[config.mk]
export PLATFORM = sky130hd
export DESIGN_NAME = rscc_div
export DESIGN_NICKNAME = d
export VERILOG_FILES = /design/src/hw/rtl/rscc_pkg.sv /design/src/hw/rtl/rscc_div.sv
export SDC_FILE = /design/constraint.sdc
export NUM_CORES = 1
export LEC_CHECK = 0
export BUFFER_PORTS_ARGS = -buffer_cell sky130_fd_sc_hd__clkbuf_2
export CELL_PAD_IN_SITES_DETAIL_PLACEMENT = 0
export CELL_PAD_IN_SITES_GLOBAL_PLACEMENT = 1
export CORE_UTILIZATION = 41
export DETAILED_ROUTE_END_ITERATION = 7
export GPL_TIMING_DRIVEN = 0
export PLACE_DENSITY_LB_ADDON = 0.1
export SKIP_LAST_GASP = 1
export SLEW_MARGIN = 20
export SYNTH_ARGS = -nofsm -noshare
export SYNTH_HDL_FRONTEND = slang
export SYNTH_SLANG_ARGS = --single-unit
[constraint.sdc]
create_clock -name clk -period 3.2 [get_ports clk]
set_input_delay 0.48 -clock clk [delete_from_list [all_inputs] [get_ports clk]]
set_output_delay 0.48 -clock clk [all_outputs]
set_load 0.005 [all_outputs]
[src/hw/rtl/rscc_pkg.sv]
// Package for the row site coverage checker: field widths, action and
// result codes, sequencer state and the divider status struct.
// No dependencies.
package rscc_pkg;

  localparam int COORD_BITS = 32;
  localparam int FIELD_W    = 32;
  localparam int ROW_W      = 24;
  localparam int SITE_W     = 20;
  localparam int COUNT_W    = 31;

  localparam logic [COUNT_W-1:0] COUNT_MAX = 31'h7FFF_FFFF;

  typedef enum logic [1:0] {
    ACT_ROW_START = 2'd0,
    ACT_INST      = 2'd1,
    ACT_ROW_END   = 2'd2,
    ACT_FINISH    = 2'd3
  } action_t;

  typedef enum logic [2:0] {
    KIND_GAP      = 3'd0,
    KIND_OVERLAP  = 3'd1,
    KIND_OFF_GRID = 3'd2,
    KIND_ILLEGAL  = 3'd3,
    KIND_SUMMARY  = 3'd4
  } kind_t;

  typedef enum logic [2:0] {
    ST_IDLE  = 3'd0,
    ST_PREP  = 3'd1,
    ST_START = 3'd2,
    ST_DIV   = 3'd3,
    ST_EMIT  = 3'd4
  } state_t;

  typedef enum logic [1:0] {
    PH_SPAN  = 2'd0,
    PH_GRID  = 2'd1,
    PH_COVER = 2'd2
  } phase_t;

  typedef struct packed {
    logic busy;
    logic done;
  } div_stat_t;

endpackage

[src/hw/rtl/rscc_div.sv]
// Radix-2 restoring divider, one quotient bit per cycle.
// Depends on rscc_pkg for the divisor width and the status struct.
module rscc_div #(
  parameter int DW = rscc_pkg::COORD_BITS
) (
  input  logic                        clk,
  input  logic                        rst_n,
  input  logic                        start,
  input  logic [DW-1:0]               dividend,
  input  logic [rscc_pkg::SITE_W-1:0] divisor,
  output rscc_pkg::div_stat_t         stat,
  output logic [DW-1:0]               quot,
  output logic [rscc_pkg::SITE_W-1:0] rem
);

  localparam int CNT_W = $clog2(DW + 1);
  localparam int SW    = rscc_pkg::SITE_W;

  logic             busy_r;
  logic             done_r;
  logic [CNT_W-1:0] cnt_r;
  logic [DW-1:0]    num_r;
  logic [SW-1:0]    rem_r;
  logic [SW-1:0]    div_r;

  logic [SW:0]      trial;
  logic             ge;
  logic [SW-1:0]    rem_nxt;

  always_comb begin
    trial   = {rem_r, num_r[DW-1]};
    ge      = trial >= {1'b0, div_r};
    rem_nxt = ge ? SW'(trial - {1'b0, div_r}) : trial[SW-1:0];
  end

  always_ff @(posedge clk) begin
    if (!rst_n) begin
      busy_r <= 1'b0;
      done_r <= 1'b0;
      cnt_r  <= '0;
    end else begin
      done_r <= !start && busy_r && (cnt_r == CNT_W'(1));
      if (start) begin
        busy_r <= 1'b1;
        cnt_r  <= CNT_W'(DW);
      end else if (busy_r) begin
        cnt_r <= cnt_r - CNT_W'(1);
        if (cnt_r == CNT_W'(1)) begin
          busy_r <= 1'b0;
        end
      end
    end
  end

  always_ff @(posedge clk) begin
    if (start) begin
      num_r <= dividend;
      rem_r <= '0;
      div_r <= divisor;
    end else if (busy_r) begin
      num_r <= {num_r[DW-2:0], ge};
      rem_r <= rem_nxt;
    end
  end

  assign stat.busy = busy_r;
  assign stat.done = done_r;
  assign quot      = num_r;
  assign rem       = rem_r;

endmodule

Word level (Yosys, flattened, before mapping)

Index checks and enable logic that the tools add are counted.

Add/subtract/negate cells: 2
Magnitude comparators: 1
Eq/ne operators: 1
Mux-type cells: 8
Bitwise gates (word level): 1
Reduce and logical (&&, ||, !) cells: 5

Operator list:

| kind                                                                  | count |
|---|---|
| 32-bit two-way mux                                                    | 2 |
| 21-bit by 20-bit >= comparator with 1-bit output                      | 1 |
| 20-bit two-way mux                                                    | 1 |
| 20-bit subtractor                                                     | 1 |
| 6-bit two-way mux                                                     | 2 |
| 6-bit by 1-bit equality test with 1-bit output, second input constant | 1 |
| 6-bit by 1-bit subtractor with 6-bit output, second input constant    | 1 |
| 1-bit two-way mux                                                     | 3 |
| 1-bit logical AND                                                     | 2 |
| 2-bit nonzero test                                                    | 1 |
| 2-bit OR reduction                                                    | 1 |
| 1-bit logical NOT                                                     | 1 |
| 1-bit inverter                                                        | 1 |

Register bits after elaboration: 80
Input port bits: 55
Output and inout bits: 54
Word-level logic and storage cells: 25

Depth between registers and ports, before layout

Depth after elaboration: 4
Mapped depth: 10
Gate-level depth less buffers: 9

Worst setup path before layout

No wires, ideal clock.

Path kind: register to register
Start point: register num_r[31], in the netlist quot[31]
End point: register rem_r[4], in the netlist rem[4]
Setup time: 0.088 ns
Arrival: 2.246 ns
Data required time: 3.112 ns
Setup slack: 0.866 ns
Stages on the path, launching flop included: 10
Path buffers: 1
Clock period less this slack: 2.334 ns
Path through: edfxtp_1 > inv_1 > ha_1 > nand2b_1 > a211o_4 > a2111oi_4 > o31a_1 > buf_6 > nand3_2 > a311oi_2

Longest elaborated chain between the ends: 2
Elaborated cells between the ends (all ways): 3
Classes of those cells: add/sub (1); order compare (1); mux (1)

Ends and longest elaborated chain:

| item                                                                                  | line                           | text |
|---|---|---|
| start, declared                                                                       | rscc_div.sv:22                 | `logic [DW-1:0] num_r;` |
| start signal, assigned                                                                | rscc_div.sv:57                 | `num_r <= dividend;` |
| start signal, assigned                                                                | rscc_div.sv:61                 | `num_r <= {num_r[DW-2:0], ge};` |
| 20-bit subtractor or 21-bit by 20-bit >= comparator with 1-bit output (tied branches) | rscc_div.sv:33, rscc_div.sv:32 |  |
| 20-bit two-way mux *                                                                  | rscc_div.sv:33                 | `rem_nxt = ge ? SW'(trial - {1'b0, div_r}) : trial[SW-1:0];` |
| end signal, assigned                                                                  | rscc_div.sv:62                 | `rem_r <= rem_nxt;` |
| end, declared                                                                         | rscc_div.sv:23                 | `logic [SW-1:0] rem_r;` |

Every way passes the cells marked *; elsewhere a longest branch is shown, timed or not.
A chain may end at the register's enable or synchronous reset.

Final worst setup path

Start point: input start
End point: register num_r[0], in the netlist quot[0] (enable)

Longest elaborated chain between the ends: 1

Ends and longest elaborated chain:

| item                                | line          | text |
|---|---|---|
| start, declared                     | rscc_div.sv:8 | `input logic start,` |
| 2-bit nonzero test (no source line) | --            |  |

Every way passes these cells.

==> flow_summary.ini <==
[drt]
avgViaCountPerCell = 5.42
drc = 0
drt-total-wl_mm = 11.2
ant_nets = 0
drt_first_pass_iters = 4
wl_per_cell_um = 16.5
via_count = 3679
drt_first_iter_violations = 175

[yosys]
netlist_area_um2 = 4460
synth-edff-count = 52
ys_seq_area_frac = 0.476
syn_area_per_cell_um2 = 10.6
netlist_instances = 419
ys_warn_count = 0
synth_xor_xnor_area_share = 0.0197
synth_seq_cells = 80
synth-compound-area-share = 0.177
synth.area.mux_share = 0.0828
synth_top_family_by_area = compound AO/OA/AOI/OAI gates
synthFlopType = edfxtp_1
synth-simple-area-share = 0.129
synth_cell_type_count = 58
synthAdderAreaFrac = 0.0663
async_reset_ff_frac = 0
syn_nets = 497

[die]
start_util = 0.428
die_width_um = 106
core_area_um2 = 10400
ioPinCount = 109
die_h_um = 106
die-area_um2 = 11300
rows = 37

[clock_tree]
postCtsHoldBufs = 0
numCtsBuffers = 9
ctsResizeCount = 0
cts_buffer_depth = 2
post-cts-setup-buffers = 0
root_buffer = clkbuf_8
clk_pin_slew_worst_paths_ns = 0.09
clock-sinks = 80
cts_tree = yes
cts-htree-levels = 3
insertion_delay_ns = 0.36

[power]
max-vdd-ir-drop_v = 0.000224
p_per_area_nw_per_um2 = 459
p_leak_nw = 2.26
total_power_mw = 2.47

[job]
drv_cap = 0

[critical_path]
end_kind = flip-flop
worst-setup-path-type = in -> reg
arrival_ns = 2.94
critPathLaunchType = primary input
required_ns = 3.19
crit_fanout = 32

[grt]
grt_pass1_wl_mm = 18.0
antenna_found_initial = 0
grt.overflow.total = 0
grt_use_total = 0.206
grt_max_degree = 33
grt_pass1_vias = 3567

[timing]
finalMaxSlewViolations = 0
rsz0062_at_grt = no
tightest_slew_ns = 0.729
max_freq_ghz = 0.339
setup-violations-final = 0
finClkSkew_ns = 0.0110
relSlewSlack = 0.512
timing.final.hold_violations = 0
period_needed_ns = 2.95
fin_crit_sh = 0.921

[layout]
num-fill-cells = 983
fin_cells = 679
utilization = 0.517
drive_above_1_share = 0.322
multiInputGateArea_um2 = 2110
design_area_um2 = 5390
fin_nets = 616
final_cell_mix = clkbuf_2, edfxtp_1, nand2_1
antenna_cells = 0
area_delta_synth_final_pct = 20.9
final-seq-area_um2 = 2120
mostFrequentLayoutCell = clkbuf_2

[place]
port_buffers = 108
place_inst = 663
place_area_um2 = 5170
place_hpwl_mm = 8.26
gp_congestion = 0.885

[outcome]
status = finished, final reports clean

[hold_path]
hold_class = in -> reg
metrics by stage:
step	setup WS [ns]	TNS [ns]	hold WS, ns
floorplan	0.866	0	0.468
global placement	-0.419	-13.34	0.481
detailed placement	-0.140	-4.44	0.495
CTS	0.219	0	0.271
global route	0.00122	0	0.273
finish	0.254	0	0.287
layout make-up:
type	count	area share
flip-flops and latches	80	0.394
multi-input cells	286	0.393
repair buffers	108	0.100
well taps	136	0.0316
clock buffers	9	0.0230
inverters	31	0.0216
plain buffers	22	0.0191
clock inverters	7	0.0177
state kept, by name (all words and copies together) (netlist names):
name,cells
busy_r,1
div_r,20
rem,20
done_r,1
cnt_r,6
quot,32
worst paths after layout:
check	to	cells after the start	slack, ns	from
worst min register to register	cnt_r[0]	2	0.50	cnt_r[0]
worst max register to register	quot[0]	7	0.26	rem[5]
worst max-delay path	quot[0]	5	0.25	start
worst min-delay path	div_r[0]	1	0.29	divisor[0]
cell families after synthesis:
group                    count (synthesis)
flip-flops                              80
multiplexers                            33
AND/OR/NAND/NOR                        116
buffers and inverters                   53
XOR/XNOR                                10
adder cells (fa/ha/maj)                 23
AO/OA/AOI/OAI                          104
routing by layer:
| metal | share of wire | global-route usage | up-vias |
|---|---|---|---|
| met5 | 0 | 0 | - |
| met4 | 0.019 | 0.0853 | 0 |
| met3 | 0.057 | 0.0233 | 15 |
| met2 | 0.48 | 0.344 | 121 |
| met1 | 0.44 | 0.272 | 1739 |
| li1 | - | - | 1804 |
critical path, stage by stage:
cell and delay, ns:
clkbuf_2 0.36, clkbuf_1 0.34, nor2_1 0.62, clkbuf_1 0.63, inv_2 0.48
cells in the mapped netlist (3+ instances only):
| cell type | number | area [µm²] |
|---|---|---|
| o21a_1 | 7 | 52.6 |
| a211o_1 | 3 | 26.3 |
| a221oi_1 | 3 | 26.3 |
| ha_1 | 22 | 275 |
| nand4_1 | 4 | 25.0 |
| a21oi_1 | 20 | 100 |
| edfxtp_1 | 52 | 1560 |
| o21ai_0 | 20 | 100 |
| nor2b_1 | 4 | 25.0 |
| inv_1 | 31 | 116 |
| o311ai_0 | 6 | 52.6 |
| o31ai_1 | 3 | 22.5 |
| o211ai_1 | 6 | 45.0 |
| nand2b_1 | 7 | 43.8 |
| clkbuf_1 | 15 | 56.3 |
| dfxtp_1 | 28 | 561 |
| xor2_1 | 4 | 35.0 |
| nand3_1 | 14 | 70.1 |
| a311oi_2 | 4 | 60.1 |
| nor4_1 | 5 | 31.3 |
| a21o_1 | 4 | 30.0 |
| buf_4 | 3 | 22.5 |
| nand2_1 | 34 | 128 |
| mux2_2 | 31 | 349 |
| and3_1 | 4 | 25.0 |
| nor3_1 | 8 | 40.0 |
| a32oi_1 | 7 | 61.3 |
| nor2_1 | 24 | 90.1 |
| xnor2_1 | 6 | 52.6 |
power breakdown:
part           switching (mW)  total [mW]  internal, mW
Combinational           0.226       0.412         0.186
Sequential             0.0406        1.23          1.19
Clock                   0.391       0.832         0.441
No activity file was read; power rests on OpenSTA's default activity.
